## config.mk

```make
export PLATFORM = sky130hd
export DESIGN_NAME = size_class_buffer_pool
export DESIGN_NICKNAME = d
export VERILOG_FILES = /design/src/rtl/core/scbp_pkg.sv /design/src/rtl/core/size_class_buffer_pool.sv /design/src/rtl/core/scbp_ram.sv /design/src/rtl/core/scbp_front.sv /design/src/rtl/core/scbp_back.sv
export SDC_FILE = /design/constraint.sdc
export NUM_CORES = 2
export LEC_CHECK = 0
export BUFFER_PORTS_ARGS = -buffer_cell sky130_fd_sc_hd__buf_2
export CAP_MARGIN = 10
export CORE_UTILIZATION = 50
export CTS_BUF_LIST = sky130_fd_sc_hd__clkbuf_8 sky130_fd_sc_hd__clkbuf_16
export DETAILED_ROUTE_END_ITERATION = 6
export PLACE_DENSITY = 0.7
export SYNTH_ARGS = -nofsm -noshare
export SYNTH_HDL_FRONTEND = slang
export SYNTH_HIERARCHICAL = 1
export SYNTH_SLANG_ARGS = --single-unit
```

## constraint.sdc

```tcl
create_clock -name aclk -period 17.7 [get_ports aclk]
set_input_delay 0 -clock aclk [delete_from_list [all_inputs] [get_ports aclk]]
set_output_delay 0 -clock aclk [all_outputs]
set_load 0.1 [all_outputs]
```

## src/rtl/core/scbp_pkg.sv

```systemverilog
// Shared types and constants of the size-class buffer pool.
package scbp_pkg;

    localparam int NumClasses   = 3;
    localparam int MaxInitial   = 64;
    localparam int StackDepth   = 128;
    localparam int IdWidth      = 7;
    localparam int AddrWidth    = 7;
    localparam int DepthWidth   = 8;
    localparam int CountWidth   = 7;
    localparam int SizeWidth    = 25;
    localparam int ReqWidth     = 32;
    localparam int StatWidth    = 32;

    typedef enum logic [1:0] {
        OP_ACQUIRE = 2'd0,
        OP_RELEASE = 2'd1,
        OP_INIT    = 2'd2,
        OP_NONE    = 2'd3
    } opcode_t;

    typedef enum logic [2:0] {
        ST_GRANT        = 3'd0,
        ST_FALLBACK     = 3'd1,
        ST_RELEASED     = 3'd2,
        ST_DROP_FULL    = 3'd3,
        ST_DROP_UNKNOWN = 3'd4,
        ST_INIT_DONE    = 3'd5
    } status_t;

    localparam logic [1:0] CLASS_SMALL  = 2'd0;
    localparam logic [1:0] CLASS_MEDIUM = 2'd1;
    localparam logic [1:0] CLASS_LARGE  = 2'd2;
    localparam logic [1:0] CLASS_NONE   = 2'd3;

    localparam logic [2:0] REG_SMALL_COUNT  = 3'd0;
    localparam logic [2:0] REG_MEDIUM_COUNT = 3'd1;
    localparam logic [2:0] REG_LARGE_COUNT  = 3'd2;
    localparam logic [2:0] REG_SMALL_SIZE   = 3'd3;
    localparam logic [2:0] REG_MEDIUM_SIZE  = 3'd4;
    localparam logic [2:0] REG_LARGE_SIZE   = 3'd5;

    typedef enum logic {
        BK_IDLE = 1'b0,
        BK_OUT  = 1'b1
    } back_state_t;

    typedef struct packed {
        logic [CountWidth-1:0] count;
        logic [SizeWidth-1:0]  size;
    } class_cfg_t;

    typedef struct packed {
        opcode_t               opcode;
        logic [NumClasses-1:0] fits;
        logic [1:0]            match;
        logic [ReqWidth-1:0]   req;
        logic [IdWidth-1:0]    rid;
    } work_t;

    typedef struct packed {
        status_t               status;
        logic [1:0]            size_class;
        logic [IdWidth-1:0]    grant_id;
        logic [ReqWidth-1:0]   granted_size;
        logic [DepthWidth-1:0] small_free;
        logic [DepthWidth-1:0] medium_free;
        logic [DepthWidth-1:0] large_free;
        logic [StatWidth-1:0]  acquire_total;
        logic [StatWidth-1:0]  hit_total;
        logic [StatWidth-1:0]  miss_total;
        logic [StatWidth-1:0]  fallback_total;
    } result_t;

endpackage

```

## src/rtl/core/size_class_buffer_pool.sv

```systemverilog
// Top level of the size-class buffer pool: configuration registers and the front and back ends.
//
// Each transaction passes through a two-entry queue and then through the back end: its
// idle state decides and updates the class stacks and counters while the read of the
// stack memory is issued, and its output state is where the registered read data loads
// the result register; a stalled result holds the back end in its output state.
// Initialisation is one transaction and needs no sweep of the memories, because entries
// below a per-class low-water mark are known to still hold their initial ids.
module size_class_buffer_pool (
    input  logic        aclk,
    input  logic        aresetn,
    input  logic        psel,
    input  logic        penable,
    input  logic        pwrite,
    input  logic [4:0]  paddr,
    input  logic [31:0] pwdata,
    output logic [31:0] prdata,
    output logic        pready,
    input  logic        s_valid,
    output logic        s_ready,
    input  logic [1:0]  s_opcode,
    input  logic [31:0] s_size_bytes,
    input  logic [6:0]  s_release_id,
    output logic        m_valid,
    input  logic        m_ready,
    output logic [2:0]  m_status,
    output logic [1:0]  m_size_class,
    output logic [6:0]  m_grant_id,
    output logic [31:0] m_granted_size,
    output logic [7:0]  m_small_free,
    output logic [7:0]  m_medium_free,
    output logic [7:0]  m_large_free,
    output logic [31:0] m_acquire_total,
    output logic [31:0] m_hit_total,
    output logic [31:0] m_miss_total,
    output logic [31:0] m_fallback_total
);
    import scbp_pkg::*;

    class_cfg_t [NumClasses-1:0] cfg_reg;
    logic                        q_valid, q_ready;
    work_t                       q_item;
    result_t                     res;
    logic                        wr_en;
    logic [2:0]                  reg_idx;

    assign pready  = 1'b1;
    assign wr_en   = psel && penable && pwrite && pready;
    assign reg_idx = paddr[4:2];

    always_ff @(posedge aclk) begin
        if (!aresetn) begin
            cfg_reg[0].count <= CountWidth'(16);
            cfg_reg[1].count <= CountWidth'(16);
            cfg_reg[2].count <= CountWidth'(16);
            cfg_reg[0].size  <= SizeWidth'(4096);
            cfg_reg[1].size  <= SizeWidth'(16384);
            cfg_reg[2].size  <= SizeWidth'(65536);
        end else if (wr_en) begin
            unique case (reg_idx)
                REG_SMALL_COUNT:  cfg_reg[0].count <= pwdata[CountWidth-1:0];
                REG_MEDIUM_COUNT: cfg_reg[1].count <= pwdata[CountWidth-1:0];
                REG_LARGE_COUNT:  cfg_reg[2].count <= pwdata[CountWidth-1:0];
                REG_SMALL_SIZE:   cfg_reg[0].size  <= pwdata[SizeWidth-1:0];
                REG_MEDIUM_SIZE:  cfg_reg[1].size  <= pwdata[SizeWidth-1:0];
                REG_LARGE_SIZE:   cfg_reg[2].size  <= pwdata[SizeWidth-1:0];
                default: ;
            endcase
        end
    end

    always_comb begin
        unique case (reg_idx)
            REG_SMALL_COUNT:  prdata = {{(32 - CountWidth){1'b0}}, cfg_reg[0].count};
            REG_MEDIUM_COUNT: prdata = {{(32 - CountWidth){1'b0}}, cfg_reg[1].count};
            REG_LARGE_COUNT:  prdata = {{(32 - CountWidth){1'b0}}, cfg_reg[2].count};
            REG_SMALL_SIZE:   prdata = {{(32 - SizeWidth){1'b0}}, cfg_reg[0].size};
            REG_MEDIUM_SIZE:  prdata = {{(32 - SizeWidth){1'b0}}, cfg_reg[1].size};
            REG_LARGE_SIZE:   prdata = {{(32 - SizeWidth){1'b0}}, cfg_reg[2].size};
            default:          prdata = '0;
        endcase
    end

    scbp_front u_front (
        .aclk         (aclk),
        .aresetn      (aresetn),
        .s_valid      (s_valid),
        .s_ready      (s_ready),
        .s_opcode     (s_opcode),
        .s_size_bytes (s_size_bytes),
        .s_release_id (s_release_id),
        .cfg          (cfg_reg),
        .q_valid      (q_valid),
        .q_ready      (q_ready),
        .q_item       (q_item)
    );

    scbp_back u_back (
        .aclk     (aclk),
        .aresetn  (aresetn),
        .cfg      (cfg_reg),
        .q_valid  (q_valid),
        .q_ready  (q_ready),
        .q_item   (q_item),
        .m_valid  (m_valid),
        .m_ready  (m_ready),
        .m_result (res)
    );

    assign m_status         = res.status;
    assign m_size_class     = res.size_class;
    assign m_grant_id       = res.grant_id;
    assign m_granted_size   = res.granted_size;
    assign m_small_free     = res.small_free;
    assign m_medium_free    = res.medium_free;
    assign m_large_free     = res.large_free;
    assign m_acquire_total  = res.acquire_total;
    assign m_hit_total      = res.hit_total;
    assign m_miss_total     = res.miss_total;
    assign m_fallback_total = res.fallback_total;
endmodule

```

## src/rtl/core/scbp_ram.sv

```systemverilog
// Generic single-write, single-read RAM with registered read data.
module scbp_ram #(
    parameter int Width = 8,
    parameter int Depth = 16
) (
    input  logic                     aclk,
    input  logic                     we,
    input  logic [$clog2(Depth)-1:0] waddr,
    input  logic [Width-1:0]         wdata,
    input  logic                     re,
    input  logic [$clog2(Depth)-1:0] raddr,
    output logic [Width-1:0]         rdata
);
    logic [Width-1:0] mem [Depth];
    logic [Width-1:0] rdata_reg;

    always_ff @(posedge aclk) begin
        if (we) begin
            mem[waddr] <= wdata;
        end
        if (re) begin
            rdata_reg <= mem[raddr];
        end
    end

    assign rdata = rdata_reg;
endmodule

```

## src/rtl/core/scbp_front.sv

```systemverilog
// Front end: accepts transactions, classifies them and queues them for the back end.
module scbp_front (
    input  logic                                            aclk,
    input  logic                                            aresetn,
    input  logic                                            s_valid,
    output logic                                            s_ready,
    input  logic [1:0]                                      s_opcode,
    input  logic [scbp_pkg::ReqWidth-1:0]                   s_size_bytes,
    input  logic [scbp_pkg::IdWidth-1:0]                    s_release_id,
    input  scbp_pkg::class_cfg_t [scbp_pkg::NumClasses-1:0] cfg,
    output logic                                            q_valid,
    input  logic                                            q_ready,
    output scbp_pkg::work_t                                 q_item
);
    import scbp_pkg::*;

    work_t      slot_reg [2];
    logic       rd_ptr_reg, rd_ptr_next;
    logic       wr_ptr_reg, wr_ptr_next;
    logic [1:0] fill_reg, fill_next;
    work_t      item;
    logic       push, pop;

    always_comb begin
        item.opcode = opcode_t'(s_opcode);
        item.req    = s_size_bytes;
        item.rid    = s_release_id;
        item.match  = CLASS_NONE;
        for (int c = NumClasses - 1; c >= 0; c--) begin
            item.fits[c] = s_size_bytes <= {{(ReqWidth - SizeWidth){1'b0}}, cfg[c].size};
            if (s_size_bytes == {{(ReqWidth - SizeWidth){1'b0}}, cfg[c].size}) begin
                item.match = 2'(c);
            end
        end
    end

    assign s_ready = fill_reg != 2'd2;
    assign q_valid = fill_reg != 2'd0;
    assign q_item  = slot_reg[rd_ptr_reg];
    assign push    = s_valid && s_ready;
    assign pop     = q_valid && q_ready;

    always_comb begin
        rd_ptr_next = pop ? ~rd_ptr_reg : rd_ptr_reg;
        wr_ptr_next = push ? ~wr_ptr_reg : wr_ptr_reg;
        fill_next   = fill_reg + {1'b0, push} - {1'b0, pop};
    end

    always_ff @(posedge aclk) begin
        if (!aresetn) begin
            rd_ptr_reg <= 1'b0;
            wr_ptr_reg <= 1'b0;
            fill_reg   <= 2'd0;
        end else begin
            rd_ptr_reg <= rd_ptr_next;
            wr_ptr_reg <= wr_ptr_next;
            fill_reg   <= fill_next;
        end
        if (push) begin
            slot_reg[wr_ptr_reg] <= item;
        end
    end
endmodule

```

## src/rtl/core/scbp_back.sv

```systemverilog
// Back end: class stacks, free counts, statistics and the result register.
module scbp_back (
    input  logic                                            aclk,
    input  logic                                            aresetn,
    input  scbp_pkg::class_cfg_t [scbp_pkg::NumClasses-1:0] cfg,
    input  logic                                            q_valid,
    output logic                                            q_ready,
    input  scbp_pkg::work_t                                 q_item,
    output logic                                            m_valid,
    input  logic                                            m_ready,
    output scbp_pkg::result_t                               m_result
);
    import scbp_pkg::*;

    back_state_t                      state_reg, state_next;
    logic [DepthWidth-1:0]            depth_reg [NumClasses];
    logic [DepthWidth-1:0]            depth_next [NumClasses];
    logic [DepthWidth-1:0]            mark_reg [NumClasses];
    logic [DepthWidth-1:0]            mark_next [NumClasses];
    logic [CountWidth-1:0]            lat_reg [NumClasses];
    logic [CountWidth-1:0]            lat_next [NumClasses];
    logic [StatWidth-1:0]             acq_reg, acq_next, hit_reg, hit_next;
    logic [StatWidth-1:0]             miss_reg, miss_next, fb_reg, fb_next;
    status_t                          status_reg, status_next;
    logic [1:0]                       cls_reg, cls_next;
    logic [ReqWidth-1:0]              gsize_reg, gsize_next;
    logic [AddrWidth-1:0]             idx_reg, idx_next;
    logic                             use_mark_reg, use_mark_next;
    logic                             m_valid_reg, m_valid_next;
    result_t                          out_reg, out_next;
    logic [NumClasses-1:0]            ram_we, ram_re;
    logic [AddrWidth-1:0]             ram_waddr, ram_raddr;
    logic [IdWidth-1:0]               ram_rdata [NumClasses];
    logic [1:0]                       served;
    logic [2:0]                       misses;
    logic [NumClasses-1:0]            empty;
    logic [DepthWidth-1:0]            dsel, init_n;
    logic [DepthWidth-1:0]            large_ext;
    logic                             out_free;

    for (genvar g = 0; g < NumClasses; g++) begin : g_stack
        scbp_ram #(.Width(IdWidth), .Depth(StackDepth)) u_ram (
            .aclk  (aclk),
            .we    (ram_we[g]),
            .waddr (ram_waddr),
            .wdata (q_item.rid),
            .re    (ram_re[g]),
            .raddr (ram_raddr),
            .rdata (ram_rdata[g])
        );
    end

    assign out_free  = !m_valid_reg || m_ready;
    assign large_ext = '0;

    always_comb begin
        state_next    = state_reg;
        depth_next    = depth_reg;
        mark_next     = mark_reg;
        lat_next      = lat_reg;
        acq_next      = acq_reg;
        hit_next      = hit_reg;
        miss_next     = miss_reg;
        fb_next       = fb_reg;
        status_next   = status_reg;
        cls_next      = cls_reg;
        gsize_next    = gsize_reg;
        idx_next      = idx_reg;
        use_mark_next = use_mark_reg;
        m_valid_next  = m_valid_reg && !m_ready;
        out_next      = out_reg;
        ram_we        = '0;
        ram_re        = '0;
        ram_waddr     = '0;
        ram_raddr     = '0;
        q_ready       = 1'b0;
        served        = CLASS_NONE;
        misses        = 3'd0;
        dsel          = '0;
        init_n        = '0;

        for (int c = 0; c < NumClasses; c++) begin
            empty[c] = depth_reg[c] == '0;
        end
        for (int c = NumClasses - 1; c >= 0; c--) begin
            if (q_item.fits[c] && !empty[c]) begin
                served = 2'(c);
            end
        end
        misses = 3'(q_item.fits[0] && empty[0])
               + 3'((served > CLASS_SMALL) && q_item.fits[1] && empty[1])
               + 3'((served > CLASS_MEDIUM) && q_item.fits[2] && empty[2])
               + 3'(served == CLASS_NONE);

        unique case (state_reg)
            BK_IDLE: begin
                q_ready = 1'b1;
                if (q_valid) begin
                    state_next  = BK_OUT;
                    gsize_next  = '0;
                    cls_next    = CLASS_NONE;
                    status_next = ST_DROP_UNKNOWN;
                    case (q_item.opcode)
                        OP_ACQUIRE: begin
                            acq_next  = acq_reg + 1'b1;
                            miss_next = miss_reg + {{(StatWidth - 3){1'b0}}, misses};
                            if (served != CLASS_NONE) begin
                                dsel                  = depth_reg[served] - 1'b1;
                                depth_next[served]    = dsel;
                                idx_next              = dsel[AddrWidth-1:0];
                                use_mark_next         = dsel < mark_reg[served];
                                if (dsel < mark_reg[served]) begin
                                    mark_next[served] = dsel;
                                end
                                ram_re[served]        = 1'b1;
                                ram_raddr             = dsel[AddrWidth-1:0];
                                hit_next              = hit_reg + 1'b1;
                                status_next           = ST_GRANT;
                                cls_next              = served;
                                gsize_next            = {{(ReqWidth - SizeWidth){1'b0}},
                                                         cfg[served].size};
                            end else begin
                                fb_next     = fb_reg + 1'b1;
                                status_next = ST_FALLBACK;
                                if (q_item.fits[2]) begin
                                    gsize_next = {{(ReqWidth - SizeWidth){1'b0}},
                                                  cfg[2].size};
                                end else begin
                                    gsize_next = q_item.req;
                                end
                            end
                        end
                        OP_RELEASE: begin
                            if (q_item.match != CLASS_NONE) begin
                                cls_next = q_item.match;
                                dsel     = depth_reg[q_item.match];
                                if (dsel < {lat_reg[q_item.match], 1'b0}
                                        && dsel < DepthWidth'(StackDepth)) begin
                                    ram_we[q_item.match]     = 1'b1;
                                    ram_waddr                = dsel[AddrWidth-1:0];
                                    depth_next[q_item.match] = dsel + 1'b1;
                                    status_next              = ST_RELEASED;
                                end else begin
                                    status_next = ST_DROP_FULL;
                                end
                            end
                        end
                        OP_INIT: begin
                            status_next = ST_INIT_DONE;
                            for (int c = 0; c < NumClasses; c++) begin
                                init_n = {1'b0, cfg[c].count};
                                if (init_n > DepthWidth'(MaxInitial)) begin
                                    init_n = DepthWidth'(MaxInitial);
                                end
                                if (init_n > DepthWidth'(StackDepth)) begin
                                    init_n = DepthWidth'(StackDepth);
                                end
                                depth_next[c] = init_n;
                                mark_next[c]  = init_n;
                                lat_next[c]   = init_n[CountWidth-1:0];
                            end
                        end
                        default: begin
                            status_next = ST_DROP_UNKNOWN;
                        end
                    endcase
                end
            end
            BK_OUT: begin
                if (out_free) begin
                    state_next              = BK_IDLE;
                    m_valid_next            = 1'b1;
                    out_next.status         = status_reg;
                    out_next.size_class     = cls_reg;
                    out_next.grant_id       = '0;
                    if (status_reg == ST_GRANT) begin
                        out_next.grant_id = use_mark_reg ? idx_reg : ram_rdata[cls_reg];
                    end
                    out_next.granted_size   = gsize_reg;
                    out_next.small_free     = depth_reg[0] | large_ext;
                    out_next.medium_free    = depth_reg[1];
                    out_next.large_free     = depth_reg[2];
                    out_next.acquire_total  = acq_reg;
                    out_next.hit_total      = hit_reg;
                    out_next.miss_total     = miss_reg;
                    out_next.fallback_total = fb_reg;
                end
            end
            default: begin
                state_next = BK_IDLE;
            end
        endcase
    end

    always_ff @(posedge aclk) begin
        if (!aresetn) begin
            state_reg   <= BK_IDLE;
            m_valid_reg <= 1'b0;
            acq_reg     <= '0;
            hit_reg     <= '0;
            miss_reg    <= '0;
            fb_reg      <= '0;
            for (int c = 0; c < NumClasses; c++) begin
                depth_reg[c] <= '0;
                mark_reg[c]  <= '0;
                lat_reg[c]   <= '0;
            end
        end else begin
            state_reg   <= state_next;
            m_valid_reg <= m_valid_next;
            acq_reg     <= acq_next;
            hit_reg     <= hit_next;
            miss_reg    <= miss_next;
            fb_reg      <= fb_next;
            depth_reg   <= depth_next;
            mark_reg    <= mark_next;
            lat_reg     <= lat_next;
        end
        status_reg   <= status_next;
        cls_reg      <= cls_next;
        gsize_reg    <= gsize_next;
        idx_reg      <= idx_next;
        use_mark_reg <= use_mark_next;
        out_reg      <= out_next;
    end

    assign m_valid  = m_valid_reg;
    assign m_result = out_reg;
endmodule
```

==> summary.txt <==
Post-synth top cells: edfxtp_1 (3042), mux4_2 (883), nor2_1 (447)
Post-Synthesis Cells: 6997
Initial Utilization: 50.4%
Synth-to-Final Area Change: 13.2%
Largest net degree at the start of global routing: 202
Count leader, synth: edfxtp_1
Crit. End Element: register
Total grt overflow: 0
Max Slew Vio Count: 0
Endpoint, Worst Hold: cfg_reg[80]
Clock Tree Buf Depth: 4
Leak pwr: 47.3 nW
First-pass GRT wire length: 458 mm
Row count: 189
Mean Syn Cell Area: 19.1 um2
Slew headroom: 6.95%
Hold_sp: pwdata[16]
Top cell type's share of synthesized area: 68.2%
Post-synth EDFFs: 3042
Clock Tree Root: clkbuf_16
Placed Area: 139000 um2
CP startpoint kind: register
Initial drt markers: 7446
Port bufs: 298
Type of the worst setup path: reg2reg
Die H: 519 um
Dpl hpwl: 185 mm
Register area share after synthesis: 72.7%
R2r setup slk: 8.94 ns
Place WS: 9.05 ns
Worst clock skew: 0.0834 ns
Largest register FFs: 2688
Worst Max-Slew Pin Slew: 1.39 ns
Fin nets: 7700
Cell taking the most area after synthesis: edfxtp_1
Clock Sinks: 3342
GRT Overall Usage: 22.7%
Die width: 519 um
Hold Vio Cnt, Final: 0
Time the worst path needs with I/O delays and setup: 8.76 ns
Mapped Area: 134000 um2
Setup violators final: 0
Yosys warns: 6
CTS tree: yes
Setup TNS: 0 ns
Drt via density: 6.09
CTS resizes: 0
RSZ-0062 raised after global routing: false
Number of nets with antenna violations after routing: 0
Setup ws final: 8.94 ns
WL per Instance: 27.2 um
PwrDens: 136 nW/um2
R2R Path End: u_back/g_stack[1].u_ram/rdata[4]
Run status: completed
Async S/R FF share, synth: 0%
First-pass iteration count of the detailed router: 6
CP arrival: 9.36 ns
Final worst path period share: 49.5%
Top-level port count: 316
Register bit total from synthesis: 3342
R2R depth: 15
Total die area: 270000 um2
Hold WC Path Type: in2reg
Via count: 69015
Post-route cell area: 152000 um2
DRC Markers: 0
Max Clk Rate: 114 MHz
Hold depth: 4
Top cells by area, synth: edfxtp_1 (68%), mux4_2 (15%), dfxtp_1 (4.5%)
Yosys cell types: 87
Ratio of cells with drive above 1 in the final layout: 24.5%
Clk Latency, worst-skew pair: 0.89 ns
Reg clk slew, reported paths: 0.06 ns
Maximum VDD drop: 0.0953 mV
Met1 global-route usage: 32.1%
Core ar.: 266000 um2
Ys flop type: edfxtp_1
Total CTS buffers: 337
Total wire length: 308 mm
GR Util met2: 36.4%
RD Place Congestion: 0.922
Gr busiest metal: met2
Number of global-route vias before repair: 69234
GR Layer Usage met3: 4.08%
Data required time of the worst path: 18.30 ns
Max Cap Violations: 0
CP Max Fanout: 127
H-tree depth: 5
Initial antenna violation count: 10
-- cell usage in the layout (no fill, tap or decap), types with 31 or more instances in the layout --
master | netlist | routed
edfxtp_1 | 3042 | 3042
mux4_2 | 883 | 883
nor2_1 | 447 | 443
nand2_1 | 366 | 366
clkbuf_16 | 0 | 346
dfxtp_1 | 300 | 299
buf_2 | 30 | 298
mux2i_1 | 167 | 167
inv_1 | 96 | 165
dlygate4sd3_1 | 0 | 136
o21ai_0 | 114 | 114
nand3_1 | 112 | 112
and2_1 | 111 | 107
buf_4 | 59 | 98
ha_1 | 99 | 98
a21oi_1 | 92 | 92
xnor2_1 | 88 | 88
mux2_2 | 83 | 76
nor2b_1 | 67 | 66
clkinv_1 | 1 | 62
clkinv_2 | 0 | 61
a21boi_0 | 59 | 59
nand4_1 | 55 | 55
nor3_1 | 48 | 48
o211ai_1 | 36 | 36
bufinv_16 | 0 | 35
or3_1 | 34 | 34
o2bb2ai_1 | 31 | 31
-- through the flow --
| stage | cells | util, % | power [W] | hold slack, ns |
|---|---|---|---|---|
| after global placement | 10567 | 52.4 | 0.0136 | 0.191 |
| final | 11330 | 57.0 | 0.0205 | 0.0600 |
| after detailed placement | 10567 | 52.4 | 0.0137 | 0.199 |
| after global routing | 11318 | 57.0 | 0.0212 | 0.0594 |
| after floorplan | 7003 | - | 0.0125 | 0.0989 |
| after CTS | 11309 | 57.0 | 0.0207 | 0.00558 |
-- where the power goes --
group | total (W) | leakage [nW] | internal (W) | switching, W
clock network | 0.00701 | 5.62 | 0.00409 | 0.00292
logic | 0.00405 | 11.7 | 0.00122 | 0.00283
registers | 0.00949 | 30.0 | 0.00936 | 0.000125
total | 0.0205 | 47.3 | 0.0147 | 0.00588
-- repair_timing --
item,4_1_cts,5_1_grt
setup buffers,0,0
hold endpoints to repair,296,0
hold buffers,136,0
-- cell type report --
type | instances | area, um2
fillers | 19387 | 114000
clock inverters | 252 | 2130
diodes | 17 | 42.5
well taps | 3533 | 4420
inverters | 100 | 375
multi-input cells | 3185 | 34600
flip-flops and latches | 3342 | 97400
repair buffers | 547 | 3850
clock buffers | 354 | 8770
-- critical path: stages (launching register included) --
cell and delay, ns:
dfxtp_2 0.70, buf_4 0.58, mux2_2 0.43, o21a_1 0.77
o2111ai_1 0.23, nand2_1 0.20, xnor2_1 0.15, buf_4 0.23
and2_4 0.78, buf_4 0.85, buf_4 0.76, buf_12 0.58
mux4_2 0.44, mux4_2 0.56, mux4_2 0.60, mux2_2 0.30
-- kinds of logic after synthesis --
group           synth area share, %
flops                          72.7
simple gates                   4.81
mux                            16.8
buf+inv                        1.58
compound gates                 2.37
xor+xnor                      0.764
fa+ha+maj                     0.970
other cells                 0.00561
-- worst max path at each step --
stage,from,to,cells after the start
after global placement,register,u_back/g_stack[1].u_ram/rdata[0],15
after CTS,register,u_back/g_stack[1].u_ram/rdata[4],15
after floorplan,u_back/m_valid,u_back/m_result[0],2
final,register,u_back/g_stack[1].u_ram/rdata[4],15
after detailed placement,register,u_back/g_stack[1].u_ram/rdata[4],15
after global routing,register,u_back/g_stack[1].u_ram/rdata[4],15
-- layer usage --
metal	part of all wire [%]	up-vias	wire length (um)
met4	3.0	6	9280
met1	41	36026	125000
li1	-	29259	-
met5	0.013	-	39
met3	8.3	563	25500
met2	48	3161	149000
(Power assumes the default switching activity.)
